## src/rtl/core/slg_pkg.sv

```systemverilog
// Package for the sample-limited gate: field widths, reset values, register
// indexes and opcodes shared by the interfaces and the top level.
// Depends on nothing.
`default_nettype none

package slg_pkg;

  localparam int TAG_W      = 16;
  localparam int LIMIT_W    = 32;
  localparam int CAP_W      = 5;
  localparam int APB_DATA_W = 32;
  localparam int APB_ADDR_W = 4;
  localparam int REG_IDX_W  = 2;

  localparam logic [LIMIT_W-1:0] LIMIT_RESET = 32'd900000;
  localparam logic [CAP_W-1:0]   CAP_RESET   = 5'd16;

  // Register indexes (byte address is four times the index).
  localparam logic [REG_IDX_W-1:0] REG_BUFFER_ENABLE   = 2'd0;
  localparam logic [REG_IDX_W-1:0] REG_DATA_LIMIT      = 2'd1;
  localparam logic [REG_IDX_W-1:0] REG_BUFFER_CAPACITY = 2'd2;

  // Input item opcodes.
  localparam logic OP_DATA = 1'b0;
  localparam logic OP_CMD  = 1'b1;

endpackage : slg_pkg

`default_nettype wire

```

## src/rtl/core/slg_in_if.sv

```systemverilog
// Input channel of the sample-limited gate: valid/ready plus one item.
// Depends on slg_pkg for the tag width.
`default_nettype none

interface slg_in_if #(
  parameter int LENGTH_BITS = 16
);
  import slg_pkg::*;

  logic                   valid;
  logic                   ready;
  logic                   op;
  logic [LENGTH_BITS-1:0] set_length;
  logic [TAG_W-1:0]       set_tag;
  logic                   open_value;

  modport source (output valid, output op, output set_length, output set_tag,
                  output open_value, input ready);
  modport sink   (input valid, input op, input set_length, input set_tag,
                  input open_value, output ready);
endinterface : slg_in_if

`default_nettype wire

```

## src/rtl/core/slg_out_if.sv

```systemverilog
// Result channel of the sample-limited gate: valid/ready plus one item.
// Depends on slg_pkg for the tag width.
`default_nettype none

interface slg_out_if #(
  parameter int LENGTH_BITS = 16
);
  import slg_pkg::*;

  logic                   valid;
  logic                   ready;
  logic [TAG_W-1:0]       out_tag;
  logic [LENGTH_BITS-1:0] out_length;
  logic                   last;

  modport source (output valid, output out_tag, output out_length, output last,
                  input ready);
  modport sink   (input valid, input out_tag, input out_length, input last,
                  output ready);
endinterface : slg_out_if

`default_nettype wire

```

## src/rtl/core/slg_ram.sv

```systemverilog
// Generic single-clock RAM: one write port, one read port, registered read.
// No dependencies.
`default_nettype none

module slg_ram #(
  parameter int WIDTH = 32,
  parameter int DEPTH = 16
) (
  input  logic                                  clk,
  input  logic                                  we,
  input  logic [(DEPTH > 1 ? $clog2(DEPTH) : 1)-1:0] waddr,
  input  logic [WIDTH-1:0]                      wdata,
  input  logic [(DEPTH > 1 ? $clog2(DEPTH) : 1)-1:0] raddr,
  output logic [WIDTH-1:0]                      rdata
);

  logic [WIDTH-1:0] mem_r [DEPTH];

  always_ff @(posedge clk) begin
    if (we) begin
      mem_r[waddr] <= wdata;
    end
    rdata <= mem_r[raddr];
  end

endmodule : slg_ram

`default_nettype wire

```

## src/rtl/core/sample_limited_gate_with_set_buffer.sv

```systemverilog
// Sample-limited gate with a set buffer, top level.
// Depends on slg_pkg, slg_in_if, slg_out_if and slg_ram.
//
// Usage. Items arrive on in_ch: either a data set (tag and sample count) or
// a command that sets the gate's open flag. An open gate passes sets to
// out_ch and adds their counts to a running total; once the total passes
// data_limit the gate closes and the total clears. While closed, sets are
// kept in a circular buffer (when buffer_enable is set) and are flushed,
// oldest first, ahead of the next set that passes an open gate. Each data
// set that passes gives one or more results, the last marked. The user must
// write registers on the APB-style port only when idle (not enforced).
//
// Timing. in_ch.ready is high only while the block waits for an item. A
// command, a buffered or dropped set is settled in ST_EVAL. A passing set
// ends in ST_LAST; if the buffer holds sets it first visits ST_FLUSH for
// each flushed set, ST_FLUSH_RD between them, and a buffered set that
// closes the gate ends the flush. The buffer memory has a registered read
// and each flushed entry needs a fresh read at the new head. Results leave
// through a single output register, so a stalled receiver holds the flush;
// a new item is still taken while the final result waits in that register.
//
// Reset (synchronous, active low) closes the gate, clears the total,
// empties the buffer and restores the register defaults. The buffer memory
// itself is not cleared; the fill count says which entries hold sets.
`default_nettype none

module sample_limited_gate_with_set_buffer #(
  parameter int BUFFER_DEPTH = 16,
  parameter int LENGTH_BITS  = 16
) (
  input  logic                              clk,
  input  logic                              rst_n,
  slg_in_if.sink                            in_ch,
  slg_out_if.source                         out_ch,
  input  logic                              psel,
  input  logic                              penable,
  input  logic                              pwrite,
  input  logic [slg_pkg::APB_ADDR_W-1:0]    paddr,
  input  logic [slg_pkg::APB_DATA_W-1:0]    pwdata,
  output logic [slg_pkg::APB_DATA_W-1:0]    prdata,
  output logic                              pready
);
  import slg_pkg::*;

  // Widths derived from the buffer depth: head index, fill count and a
  // working width for head/fill sums that may reach twice the depth.
  localparam int HW    = (BUFFER_DEPTH > 1) ? $clog2(BUFFER_DEPTH) : 1;
  localparam int FW    = $clog2(BUFFER_DEPTH + 1);
  localparam int SW    = FW + 1;
  localparam int CMP_W = (SW > CAP_W) ? SW : CAP_W;
  localparam int TOT_W = LIMIT_W + 1;
  localparam int ENT_W = TAG_W + LENGTH_BITS;

  typedef enum logic [4:0] {
    ST_IDLE     = 5'b00001,
    ST_EVAL     = 5'b00010,
    ST_FLUSH_RD = 5'b00100,
    ST_FLUSH    = 5'b01000,
    ST_LAST     = 5'b10000
  } state_t;

  // Configuration registers.
  logic               buf_en_r;
  logic [LIMIT_W-1:0] limit_r;
  logic [CAP_W-1:0]   cap_r;

  // Control state.
  state_t             state_r, state_nxt;
  logic               gate_r, gate_nxt;
  logic [TOT_W-1:0]   total_r, total_nxt;
  logic [HW-1:0]      head_r, head_nxt;
  logic [FW-1:0]      fill_r, fill_nxt;
  logic               out_valid_r, out_valid_nxt;

  // Held input item.
  logic                   op_r;
  logic [LENGTH_BITS-1:0] len_r;
  logic [TAG_W-1:0]       tag_r;
  logic                   open_r;

  // Output register payload.
  logic [TAG_W-1:0]       out_tag_r;
  logic [LENGTH_BITS-1:0] out_len_r;
  logic                   out_last_r;

  logic                   in_accept;
  logic                   out_free;
  logic                   load_out;
  logic [TAG_W-1:0]       load_tag;
  logic [LENGTH_BITS-1:0] load_len;
  logic                   load_last;
  logic                   do_push;
  logic                   do_pop;

  // Buffer memory signals.
  logic                   mem_we;
  logic [HW-1:0]          mem_waddr;
  logic [ENT_W-1:0]       mem_rdata;
  logic [TAG_W-1:0]       rd_tag;
  logic [LENGTH_BITS-1:0] rd_len;

  // Push arithmetic.
  logic [SW-1:0]    cap_eff;
  logic [SW-1:0]    fill_ext;
  logic [HW-1:0]    push_head;
  logic [SW-1:0]    push_fill;
  logic [TOT_W-1:0] sum_in;
  logic [TOT_W-1:0] sum_fl;
  logic [TOT_W-1:0] limit_ext;

  function automatic logic [HW-1:0] wrap_idx(input logic [SW-1:0] v);
    if (v >= SW'(BUFFER_DEPTH)) begin
      wrap_idx = HW'(v - SW'(BUFFER_DEPTH));
    end else begin
      wrap_idx = HW'(v);
    end
  endfunction

  // ---------------------------------------------------------------------
  // Configuration port. Writes complete in the access phase; reads are
  // served from a plain mux and never wait.
  // ---------------------------------------------------------------------
  logic                 cfg_wr;
  logic [REG_IDX_W-1:0] cfg_idx;

  assign pready  = 1'b1;
  assign cfg_wr  = psel && penable && pwrite && pready;
  assign cfg_idx = paddr[REG_IDX_W+1:2];

  always_ff @(posedge clk) begin
    if (!rst_n) begin
      buf_en_r <= 1'b0;
      limit_r  <= LIMIT_RESET;
      cap_r    <= CAP_RESET;
    end else if (cfg_wr) begin
      case (cfg_idx)
        REG_BUFFER_ENABLE:   buf_en_r <= pwdata[0];
        REG_DATA_LIMIT:      limit_r  <= pwdata[LIMIT_W-1:0];
        REG_BUFFER_CAPACITY: cap_r    <= pwdata[CAP_W-1:0];
        default: ;
      endcase
    end
  end

  always_comb begin
    case (cfg_idx)
      REG_BUFFER_ENABLE:   prdata = APB_DATA_W'(buf_en_r);
      REG_DATA_LIMIT:      prdata = APB_DATA_W'(limit_r);
      REG_BUFFER_CAPACITY: prdata = APB_DATA_W'(cap_r);
      default:             prdata = '0;
    endcase
  end

  // ---------------------------------------------------------------------
  // Set buffer. The read address always follows the head, so the entry at
  // the head is on the read port in the cycle after the head settles.
  // ---------------------------------------------------------------------
  slg_ram #(
    .WIDTH (ENT_W),
    .DEPTH (BUFFER_DEPTH)
  ) u_store (
    .clk   (clk),
    .we    (mem_we),
    .waddr (mem_waddr),
    .wdata ({tag_r, len_r}),
    .raddr (head_r),
    .rdata (mem_rdata)
  );

  assign rd_tag = mem_rdata[ENT_W-1 -: TAG_W];
  assign rd_len = mem_rdata[LENGTH_BITS-1:0];

  // Effective capacity saturates at the physical depth. A push into a
  // buffer at or above capacity first drops enough of the oldest sets to
  // leave exactly one free place.
  always_comb begin
    if (CMP_W'(cap_r) > CMP_W'(BUFFER_DEPTH)) begin
      cap_eff = SW'(BUFFER_DEPTH);
    end else begin
      cap_eff = SW'(cap_r);
    end
    fill_ext = SW'(fill_r);
    if (fill_ext >= cap_eff) begin
      push_head = wrap_idx(SW'(head_r) + (fill_ext - cap_eff + SW'(1)));
      push_fill = cap_eff - SW'(1);
    end else begin
      push_head = head_r;
      push_fill = fill_ext;
    end
    mem_waddr = wrap_idx(SW'(push_head) + push_fill);
    mem_we    = do_push && (cap_eff != '0);
  end

  // Running-total sums for the arriving set and for the set at the head.
  assign limit_ext = TOT_W'(limit_r);
  assign sum_in    = total_r + TOT_W'(len_r);
  assign sum_fl    = total_r + TOT_W'(rd_len);

  // ---------------------------------------------------------------------
  // Sequencer.
  // ---------------------------------------------------------------------
  assign in_ch.ready = (state_r == ST_IDLE);
  assign in_accept   = in_ch.valid && in_ch.ready;
  assign out_free    = !out_valid_r || out_ch.ready;

  always_comb begin
    state_nxt = state_r;
    gate_nxt  = gate_r;
    total_nxt = total_r;
    do_push   = 1'b0;
    do_pop    = 1'b0;
    load_out  = 1'b0;
    load_tag  = tag_r;
    load_len  = len_r;
    load_last = 1'b1;

    case (state_r)
      ST_IDLE: begin
        if (in_accept) begin
          state_nxt = ST_EVAL;
        end
      end
      ST_EVAL: begin
        if (op_r == OP_CMD) begin
          gate_nxt  = open_r;
          state_nxt = ST_IDLE;
        end else if (!gate_r) begin
          do_push   = buf_en_r;
          state_nxt = ST_IDLE;
        end else if (sum_in > limit_ext) begin
          // The set closes the gate; it is buffered if enabled, never sent.
          gate_nxt  = 1'b0;
          total_nxt = '0;
          do_push   = buf_en_r;
          state_nxt = ST_IDLE;
        end else begin
          total_nxt = sum_in;
          // The head entry has been on the read port since the accept.
          state_nxt = (fill_r != '0) ? ST_FLUSH : ST_LAST;
        end
      end
      ST_FLUSH_RD: begin
        state_nxt = ST_FLUSH;
      end
      ST_FLUSH: begin
        if (sum_fl > limit_ext) begin
          // The head set closes the gate and stays in the buffer; the
          // arriving set still goes out.
          gate_nxt  = 1'b0;
          total_nxt = '0;
          state_nxt = ST_LAST;
        end else if (out_free) begin
          load_out  = 1'b1;
          load_tag  = rd_tag;
          load_len  = rd_len;
          load_last = 1'b0;
          total_nxt = sum_fl;
          do_pop    = 1'b1;
          state_nxt = (fill_r > FW'(1)) ? ST_FLUSH_RD : ST_LAST;
        end
      end
      ST_LAST: begin
        if (out_free) begin
          load_out  = 1'b1;
          state_nxt = ST_IDLE;
        end
      end
      default: begin
        state_nxt = ST_IDLE;
      end
    endcase
  end

  always_comb begin
    head_nxt = head_r;
    fill_nxt = fill_r;
    if (mem_we) begin
      head_nxt = push_head;
      fill_nxt = FW'(push_fill + SW'(1));
    end else if (do_pop) begin
      head_nxt = wrap_idx(SW'(head_r) + SW'(1));
      fill_nxt = fill_r - FW'(1);
    end
  end

  always_comb begin
    out_valid_nxt = out_valid_r;
    if (load_out) begin
      out_valid_nxt = 1'b1;
    end else if (out_ch.ready) begin
      out_valid_nxt = 1'b0;
    end
  end

  always_ff @(posedge clk) begin
    if (!rst_n) begin
      state_r     <= ST_IDLE;
      gate_r      <= 1'b0;
      total_r     <= '0;
      head_r      <= '0;
      fill_r      <= '0;
      out_valid_r <= 1'b0;
    end else begin
      state_r     <= state_nxt;
      gate_r      <= gate_nxt;
      total_r     <= total_nxt;
      head_r      <= head_nxt;
      fill_r      <= fill_nxt;
      out_valid_r <= out_valid_nxt;
    end
  end

  always_ff @(posedge clk) begin
    if (in_accept) begin
      op_r   <= in_ch.op;
      len_r  <= in_ch.set_length;
      tag_r  <= in_ch.set_tag;
      open_r <= in_ch.open_value;
    end
    if (load_out) begin
      out_tag_r  <= load_tag;
      out_len_r  <= load_len;
      out_last_r <= load_last;
    end
  end

  assign out_ch.valid      = out_valid_r;
  assign out_ch.out_tag    = out_tag_r;
  assign out_ch.out_length = out_len_r;
  assign out_ch.last       = out_last_r;

  // ---------------------------------------------------------------------
  // Assertions.
  // ---------------------------------------------------------------------
  a_fill_bound: assert property (@(posedge clk) disable iff (!rst_n)
    fill_r <= FW'(BUFFER_DEPTH))
    else $error("buffer fill count exceeds the depth");

  a_no_overwrite: assert property (@(posedge clk) disable iff (!rst_n)
    load_out |-> (!out_valid_r || out_ch.ready))
    else $error("output register loaded while it still holds a result");

  a_pop_nonempty: assert property (@(posedge clk) disable iff (!rst_n)
    do_pop |-> (fill_r != '0))
    else $error("flush popped an empty buffer");

  a_flush_not_last: assert property (@(posedge clk) disable iff (!rst_n)
    (state_r == ST_FLUSH && load_out) |=> (out_valid_r && !out_last_r))
    else $error("flushed set marked as the final result");

  a_idle_after_last: assert property (@(posedge clk) disable iff (!rst_n)
    (state_r == ST_LAST && load_out) |=> (state_r == ST_IDLE && out_last_r))
    else $error("final result did not end the item");

endmodule : sample_limited_gate_with_set_buffer

`default_nettype wire
```

## src/flat_wrapper.sv

```systemverilog
// flat-port wrapper written by rule: the top's interface ports become plain ports
module sample_limited_gate_with_set_buffer_flat import slg_pkg::*;
#(
  parameter int BUFFER_DEPTH = 16,
  parameter int LENGTH_BITS  = 16
)
  (clk, rst_n, psel, penable, pwrite, paddr, pwdata, prdata, pready, in_ch_valid, in_ch_op, in_ch_set_length, in_ch_set_tag, in_ch_open_value, in_ch_ready, out_ch_valid, out_ch_out_tag, out_ch_out_length, out_ch_last, out_ch_ready);
  slg_in_if #(.LENGTH_BITS(LENGTH_BITS)) in_ch_i ();
  slg_out_if #(.LENGTH_BITS(LENGTH_BITS)) out_ch_i ();
  input  logic clk;
  input  logic rst_n;
  input  logic psel;
  input  logic penable;
  input  logic pwrite;
  input  logic [slg_pkg::APB_ADDR_W-1:0] paddr;
  input  logic [slg_pkg::APB_DATA_W-1:0] pwdata;
  output logic [slg_pkg::APB_DATA_W-1:0] prdata;
  output logic pready;
  input wire logic [$bits(in_ch_i.valid)-1:0] in_ch_valid;
  input wire logic [$bits(in_ch_i.op)-1:0] in_ch_op;
  input wire logic [$bits(in_ch_i.set_length)-1:0] in_ch_set_length;
  input wire logic [$bits(in_ch_i.set_tag)-1:0] in_ch_set_tag;
  input wire logic [$bits(in_ch_i.open_value)-1:0] in_ch_open_value;
  output wire logic [$bits(in_ch_i.ready)-1:0] in_ch_ready;
  output wire logic [$bits(out_ch_i.valid)-1:0] out_ch_valid;
  output wire logic [$bits(out_ch_i.out_tag)-1:0] out_ch_out_tag;
  output wire logic [$bits(out_ch_i.out_length)-1:0] out_ch_out_length;
  output wire logic [$bits(out_ch_i.last)-1:0] out_ch_last;
  input wire logic [$bits(out_ch_i.ready)-1:0] out_ch_ready;
  assign in_ch_i.valid = in_ch_valid;
  assign in_ch_i.op = in_ch_op;
  assign in_ch_i.set_length = in_ch_set_length;
  assign in_ch_i.set_tag = in_ch_set_tag;
  assign in_ch_i.open_value = in_ch_open_value;
  assign in_ch_ready = in_ch_i.ready;
  assign out_ch_valid = out_ch_i.valid;
  assign out_ch_out_tag = out_ch_i.out_tag;
  assign out_ch_out_length = out_ch_i.out_length;
  assign out_ch_last = out_ch_i.last;
  assign out_ch_i.ready = out_ch_ready;
  sample_limited_gate_with_set_buffer #(.BUFFER_DEPTH(BUFFER_DEPTH), .LENGTH_BITS(LENGTH_BITS)) u_core (.clk(clk), .rst_n(rst_n), .in_ch(in_ch_i), .out_ch(out_ch_i), .psel(psel), .penable(penable), .pwrite(pwrite), .paddr(paddr), .pwdata(pwdata), .prdata(prdata), .pready(pready));
endmodule
```

## config.mk

```make
export PLATFORM = sky130hd
export DESIGN_NAME = sample_limited_gate_with_set_buffer_flat
export DESIGN_NICKNAME = d
export VERILOG_FILES = /design/src/rtl/core/slg_pkg.sv /design/src/rtl/core/slg_in_if.sv /design/src/rtl/core/slg_out_if.sv /design/src/rtl/core/slg_ram.sv /design/src/rtl/core/sample_limited_gate_with_set_buffer.sv /design/src/flat_wrapper.sv
export SDC_FILE = /design/constraint.sdc
export NUM_CORES = 1
export LEC_CHECK = 0
export ABC_CLOCK_PERIOD_IN_PS = 10110
export BUFFER_PORTS_ARGS = -buffer_cell sky130_fd_sc_hd__clkbuf_2
export CAP_MARGIN = 0
export CELL_PAD_IN_SITES_DETAIL_PLACEMENT = 2
export CELL_PAD_IN_SITES_GLOBAL_PLACEMENT = 2
export CORE_ASPECT_RATIO = 1.75
export CORE_MARGIN = 3
export CORE_UTILIZATION = 30
export CTS_CLUSTER_DIAMETER = 30
export DETAILED_ROUTE_END_ITERATION = 16
export PLACE_DENSITY = 0.66
export SYNTH_ARGS = -nofsm -noshare
export SYNTH_HDL_FRONTEND = slang
export SYNTH_SLANG_ARGS = --single-unit
```

## constraint.sdc

```tcl
create_clock -name clk -period 10.11 [get_ports clk]
set_input_delay 0.5055 -clock clk [delete_from_list [all_inputs] [get_ports clk]]
set_output_delay 0.5055 -clock clk [all_outputs]
set_load 0.01 [all_outputs]
```

==> flow_summary_export.csv, run 1 <==
group,metric,value,unit
sta,post-route-period-util,84.8,%
synthesis,synth_area_leaders,"edfxtp_1 57%, mux4_2 12%, dfxtp_1 7.8%",
sta,maxSlewViolCount,0,
clocking,insertion_delay,720,ps
route,drc_errors,0,
sta,finalClockSkew,37.7,ps
worst_setup_path,crit_arrival,8930,ps
global_routing,grt_pass1_vias,21600,
cells_and_area,final_common_cell,"edfxtp_1",
cells_and_area,final_cells,3664,
synthesis,synth_xor_area_share,2.12,%
run,maxCapViolations,0,
floorplan,row_count,154,
route,drt_wl_total,96100,um
clocking,post-cts-setup-buffer-count,0,
cells_and_area,mostFrequentLayoutCells,"579 x edfxtp_1, 205 x nand2_1, 160 x mux4_2, 141 x clkbuf_2, 116 x dfxtp_1",
sta,rsz0062_at_grt,"false",
floorplan,die_w,247,um
synthesis,synth_area_per_cell,15.2,sq um
worst_setup_path,crit_path_end_kind,"flop",
synthesis,synth_top_family_by_area,"multiplexers",
route,dr_total_vias,18900,
cells_and_area,final-seq-area,19800,sq um
cells_and_area,layout-drive-gt1-share,24.6,%
global_routing,grt_max_degree,104,
synthesis,ys_types,73,
synthesis,synth_compound_area_share,6.61,%
sta,fin_setup_tns,0,ps
global_routing,groute.layer.met1.usage,20.3,%
cells_and_area,area.growth.synth_to_final,22.3,%
synthesis,synth-seq-cells,698,
power,clkPwrFrac,55.1,%
global_routing,track_usage,18.3,%
worst_setup_path,crit_slowest_cell,"nor4_1",
route,drtAntennaViolNets,0,
clocking,cts-buffers-inserted,112,
outcome,status,"finished, final reports clean",
cells_and_area,fin_nets,2435,
global_routing,grt_pass1_wl,144000,um
sta,hold_viol_final,0,
worst_setup_path,critPathMaxFanout,20,
floorplan,io_pins,145,
hold_path,hold_path.class,"in2reg",
synthesis,muxShareOfSynthArea,12.1,%
power,seqPwrFrac,43.3,%
clocking,path_clk_slew,60,ps
placement,portBuffers,141,
synthesis,syn_inst,2007,
clocking,cts_tree,"done",
placement,finalWeightedCongestion,0.800,
sta,slew_headroom,18.9,%
synthesis,seq_area_frac_synth,64.8,%
power,p_per_area,197,nW/um^2
power,p_leak,13.0,nW
global_routing,overflow,0,
floorplan,core-area,101000,sq um
sta,fin_crit,8570,ps
power,power.switching,0.00165,W
route,vias_per_cell,5.15,
synthesis,synthAdderAreaFrac,5.07,%
placement,dp_hpwl,61700,um
worst_setup_path,worstSetupPathType,"reg2reg",
route,post_drt_wl_per_cell,26.2,um
worst_setup_path,cp_common_cell,"ha_1",
route,dr.pass1.iters,5,
placement,dpl.cell_count,3415,
clocking,cts_max_level,3,
floorplan,die_y,428,um
global_routing,antenna_found_initial,1,
synthesis,syn-num-nets,2204,
worst_setup_path,crit_chain,"ha_1 -> inv_1 -> fa_1 -> nand3b_1 -> a2111oi_0 -> o31ai_1 -> and2_1 -> nor2_1 -> xor2_1 -> ha_1 -> nand4_1 -> nor4_1 -> nand2_1 -> and4_1 -> a31oi_1 -> o31a_1 -> nand3_1 -> nor2_4 -> buf_4",
synthesis,synth_area_leader_cell,"edfxtp_1",
worst_setup_path,startpoint_type,"flop",
global_routing,grt_use_met2,34.7,%
sta,worstMarginPinSlew,1210,ps
global_routing,use_met3,2.45,%
cells_and_area,nFillCells,10000,
route,drt-initial-drc-count,1180,
sta,setup_viol,0,
synthesis,async_reset_ff_share,0,%
synthesis,yosysWarnings,0,
clocking,cts-root-buf,"clkbuf_16",
synthesis,synth_edf_count,579,
floorplan,die_area,106000,sq um
clocking,clock_sink_count,698,
worst_setup_path,cp_num_buf_inv,2,
global_routing,grt.busiest_layer,"met2",
power,combinationalPowerShare,1.6,%
floorplan,start_util,30.3,%
cells_and_area,multi_input_area,10300,sq um
sta,fmax,117,MHz
power,switching_share,22.4,%
synthesis,netlist.area_leader.share,57.0,%
worst_setup_path,cpPeakStageDelay,930,ps
power,intPower,0.00571,W
synthesis,yosys.area_share.simple,7.19,%
power,peakVddDrop,0.000129,V
clocking,clockBufferDepth,3,
synthesis,syn-cell-area,30500,sq um
worst_setup_path,cpLargestDelayFamily,"simple AND/OR/NAND/NOR gates",
synthesis,synthFlopType,"edfxtp_1",
worst_setup_path,required,10470,ps
==> cells by family (layout without fill, tap and decap cells) <==
logic type	count (synthesis)	count (layout)
compound gates	303	303
simple gates	477	477
xor+xnor	74	74
flops	698	698
mux	170	170
buf+inv	164	494
other cells	1	2
fa+ha+maj	120	120
==> layout make-up <==
cell class	instances	area share, %
flip-flops and latches	698	53.0
multi-input cells	1145	27.5
clock buffers	131	7.92
well taps	1326	4.45
repair buffers	212	3.62
clock inverters	82	2.82
inverters	69	0.694
diodes	1	0.00671
==> flip-flops by register name, indices dropped and copies added (netlist names) <==
name / cells
u_core.op_r: 1
u_core.len_r: 16
u_core.out_ch.valid: 1
u_core.u_store.rdata: 32
u_core.out_ch.out_length: 16
u_core.head_r: 4
u_core.limit_r: 32
u_core.cap_r: 5
u_core.u_store.mem_r: 512
u_core.fill_r: 5
u_core.open_r: 1
u_core.out_ch.last: 1
u_core.state_r: 5
u_core.out_ch.out_tag: 16
u_core.buf_en_r: 1
u_core.tag_r: 16
u_core.gate_r: 1
u_core.total_r: 33
==> cell usage after synthesis (22+ instances only) <==
| master | number |
|---|---|
| nor2_1 | 87 |
| o21ai_0 | 49 |
| xor2_1 | 39 |
| nand2_1 | 206 |
| ha_1 | 114 |
| a21oi_1 | 92 |
| a221oi_1 | 22 |
| xnor2_1 | 35 |
| mux4_2 | 160 |
| nor3_1 | 44 |
| inv_1 | 67 |
| dfxtp_1 | 119 |
| nand3_1 | 24 |
| edfxtp_1 | 579 |
| and2_1 | 33 |
| clkbuf_1 | 70 |
==> per-layer routing <==
layer,share of wire [%],vias to the layer above,wire length (um)
met5,0,-,0
met4,3.6,0,3500
met3,3.4,173,3270
met2,55,452,53200
met1,38,9948,36100
li1,-,8297,-
==> worst paths after layout <==
check                                          from                            to  slack, ps  cells past startpoint
worst max register to register      u_core.len_r[0]  u_core.u_store.mem_r[10][10]       1540                     19
worst min register to register   u_core.limit_r[21]            u_core.limit_r[21]        470                      2
worst max-delay path                u_core.len_r[0]  u_core.u_store.mem_r[10][10]       1540                     19
worst min-delay path            in_ch_set_length[7]               u_core.len_r[7]         50                      1
==> per-stage QoR <==
| stage | power (W) | setup WS (ps) | cell area [sq um] | utilization (%) | hold slack, ps |
|---|---|---|---|---|---|
| 2_1_floorplan | 0.00327 | 2050 | 30500 | - | 445 |
| 3_3_place_gp | 0.00334 | 1680 | 33000 | 32.7 | 455 |
| 3_5_place_dp | 0.00335 | 1550 | 33000 | 32.7 | 470 |
| 4_1_cts | 0.00744 | 1460 | 37300 | 37.0 | 0.498 |
| 5_1_grt | 0.00758 | 944 | 37300 | 37.0 | 9.39 |
| 6_report | 0.00735 | 1540 | 37300 | 37.0 | 45.2 |
==> power by group through the flow <==
| stage | clock network [W] | logic (W) | registers, W |
|---|---|---|---|
| 2_1_floorplan | 0 | 0.0000561 | 0.00322 |
| 3_3_place_gp | 0 | 0.000106 | 0.00323 |
| 3_5_place_dp | 0 | 0.000111 | 0.00324 |
| 4_1_cts | 0.00414 | 0.000122 | 0.00318 |
| 5_1_grt | 0.00426 | 0.000132 | 0.00318 |
| 6_report | 0.00405 | 0.000118 | 0.00318 |
==> timing repair <==
| item | in CTS | in global routing |
|---|---|---|
| hold buffers | 35 | 0 |
| hold endpoints to repair | 35 | 0 |
| gates resized for setup | 0 | 0 |
(Power assumes the default switching activity.)
==> inputs of run 2 (changes only) <==
Settings changed: ABC_CLOCK_PERIOD_IN_PS 10110 to 7790, PLACE_DENSITY 0.66 to 0.68.
Clock period 10.11 ns to 7.79 ns, I/O delays scaled along.
==> run 2 against run 1 <==
- critical path depth is 2 higher
- count of clock-buffer cells in the layout is 11 lower
- worst setup slack worse by 290 ps
- final area is 1.8% higher
- die area stayed put
- via count is 0.55% higher
- critical endpoint is now u_core.u_store.mem_r[0][12]
- combinational power is 43% higher
- sequential power is 30% higher
- cell count is 1.2% higher
- fmax is 31% higher
- global-route usage is 0.19 points lower
- clock skew is 3.9 ps higher
==> flow_summary_export.csv, run 2 (synthesis gave the netlist of run 1 again) <==
group,metric,value,unit
outcome,status,"finished, final reports clean",
placement,dp_hpwl,60100,um
cells_and_area,regMostFlops,"u_core.u_store.mem_r",
cells_and_area,fin_nets,2480,
sta,slew_headroom,22.2,%
power,switching_share,23.3,%
sta,whs,135,ps
sta,fin_setup_tns,0,ps
sta,finalClockSkew,41.7,ps
global_routing,grt_max_degree,64,
route,dr_total_vias,19000,
route,post_drt_wl_per_cell,25.8,um
cells_and_area,nFillCells,10000,
worst_setup_path,crit_slowest_cell,"edfxtp_1",
worst_setup_path,crit_chain,"ha_1 -> a2111oi_0 -> o21a_1 -> o21ai_0 -> nand3_1 -> a41o_1 -> nor2_1 -> xor2_1 -> ha_1 -> nand4_1 -> nor4_1 -> buf_4 -> nand2_1 -> and4_1 -> a31oi_1 -> buf_4 -> o31a_1 -> buf_4 -> nand3_1 -> nor3_2 -> buf_12",
clocking,cts_max_level,3,
worst_setup_path,cp_num_buf_inv,4,
worst_setup_path,crit_arrival,6920,ps
floorplan,core-area,101000,sq um
worst_setup_path,cpLargestDelayFamily,"simple AND/OR/NAND/NOR gates",
power,p_per_area,252,nW/um^2
placement,finalWeightedCongestion,0.835,
floorplan,die_area,106000,sq um
worst_setup_path,cpPeakStageDelay,740,ps
sta,rsz0062_at_grt,"false",
worst_setup_path,cp_common_cell,"buf_4",
clocking,hold_buffers,67,
worst_setup_path,critPathMaxFanout,32,
power,combinationalPowerShare,1.8,%
sta,fin_crit,6540,ps
cells_and_area,area.growth.synth_to_final,24.5,%
global_routing,track_usage,18.1,%
cells_and_area,reg_top3,"u_core.u_store.mem_r (512), u_core.total_r (33)",
placement,portBuffers,141,
clocking,clockBufferDepth,3,
power,intPower,0.00734,W
floorplan,start_util,30.3,%
clocking,path_clk_slew,60,ps
run,maxCapViolations,0,
cells_and_area,mostFrequentLayoutCells,"579 x edfxtp_1, 206 x nand2_1, 160 x mux4_2, 141 x clkbuf_2, 116 x dfxtp_1",
power,peakVddDrop,0.000167,V
power,power.switching,0.00223,W
worst_setup_path,required,8170,ps
clocking,clock_sink_count,698,
sta,fmax,153,MHz
floorplan,row_count,154,
route,dr.pass1.iters,5,
clocking,cts_tree,"done",
global_routing,antenna_found_initial,1,
worst_setup_path,worstSetupPathType,"reg2reg",
route,vias_per_cell,5.12,
floorplan,die_w,247,um
sta,worstMarginPinSlew,1170,ps
cells_and_area,layout-drive-gt1-share,24.9,%
clocking,cts-buffers-inserted,113,
cells_and_area,final_cells,3709,
floorplan,die_y,428,um
clocking,ctsResizeCount,0,
route,drtAntennaViolNets,0,
worst_setup_path,startpoint_type,"flop",
cells_and_area,final_common_cell,"edfxtp_1",
sta,hold_viol_final,0,
power,clkPwrFrac,55.1,%
sta,maxSlewViolCount,0,
global_routing,overflow,0,
clocking,post-cts-setup-buffer-count,0,
route,drc_errors,0,
route,drt-initial-drc-count,1020,
global_routing,grt_pass1_wl,143000,um
clocking,insertion_delay,720,ps
sta,setup_viol,0,
sta,post-route-period-util,84.0,%
clocking,cts-root-buf,"clkbuf_16",
global_routing,grt_pass1_vias,22000,
power,seqPwrFrac,43.1,%
worst_setup_path,crit_path_end_kind,"flop",
hold_path,hold_path.class,"in2reg",
route,drt_wl_total,95500,um
floorplan,io_pins,145,
power,p_leak,13.2,nW
placement,dpl.cell_count,3427,
cells_and_area,largest_reg_flops,512,
[run 2: cell type report]
type / instances / area (sq um) / area share [%]
Timing Repair Buffer: 256 / 1950 / 5.13
Clock buffer: 120 / 2850 / 7.51
Inverter: 69 / 259 / 0.682
Clock inverter: 94 / 1220 / 3.20
Antenna cell: 1 / 2.50 / 0.00659
Tap cell: 1326 / 1660 / 4.37
Multi-Input combinational cell: 1145 / 10300 / 27.0
Sequential cell: 698 / 19800 / 52.1
[run 2: worst reg2reg max path, cell delays in order (launching register included)]
cell	delay [ps]
edfxtp_1	740
ha_1	440
a2111oi_0	450
o21a_1	250
o21ai_0	200
nand3_1	240
a41o_1	580
nor2_1	160
xor2_1	180
ha_1	340
nand4_1	180
nor4_1	300
buf_4	190
nand2_1	50
and4_1	210
a31oi_1	130
buf_4	170
o31a_1	160
buf_4	190
nand3_1	330
nor3_2	360
buf_12	330
[run 2: worst paths after layout]
path | slack (ps) | start | cells past startpoint | end
min reg2reg | 480 | u_core.limit_r[26] | 2 | u_core.limit_r[26]
max reg2reg | 1250 | u_core.len_r[6] | 21 | u_core.u_store.mem_r[0][12]
min | 140 | paddr[2] | 4 | u_core.buf_en_r
max | 1250 | u_core.len_r[6] | 21 | u_core.u_store.mem_r[0][12]
[run 2: metrics by stage]
step | utilization (%) | instance area (sq um) | power [W] | worst slack, ps
2_1_floorplan | - | 30500 | 0.00425 | 284
3_3_place_gp | 33.0 | 33200 | 0.00433 | 1240
3_5_place_dp | 33.0 | 33200 | 0.00435 | 1200
4_1_cts | 37.7 | 38000 | 0.00969 | 1190
5_1_grt | 37.7 | 38000 | 0.00987 | 614
6_report | 37.7 | 38000 | 0.00956 | 1250
[run 2: per-layer routing]
metal	GRT usage (%)	vias to the layer above	part of all wire (%)
met2	34.3	471	56
met3	2.89	193	3.9
met4	6.99	0	3.5
met5	0	-	0
met1	20.0	9927	37
li1	-	8382	-
[run 2: power by group through the flow]
stage,Clock (W),Combinational [W],Sequential [W]
after floorplan,0,0.0000729,0.00418
after global placement,0,0.000138,0.00419
after detailed placement,0,0.000145,0.00420
after CTS,0.00539,0.000174,0.00413
after global routing,0.00555,0.000189,0.00413
final,0.00527,0.000169,0.00413
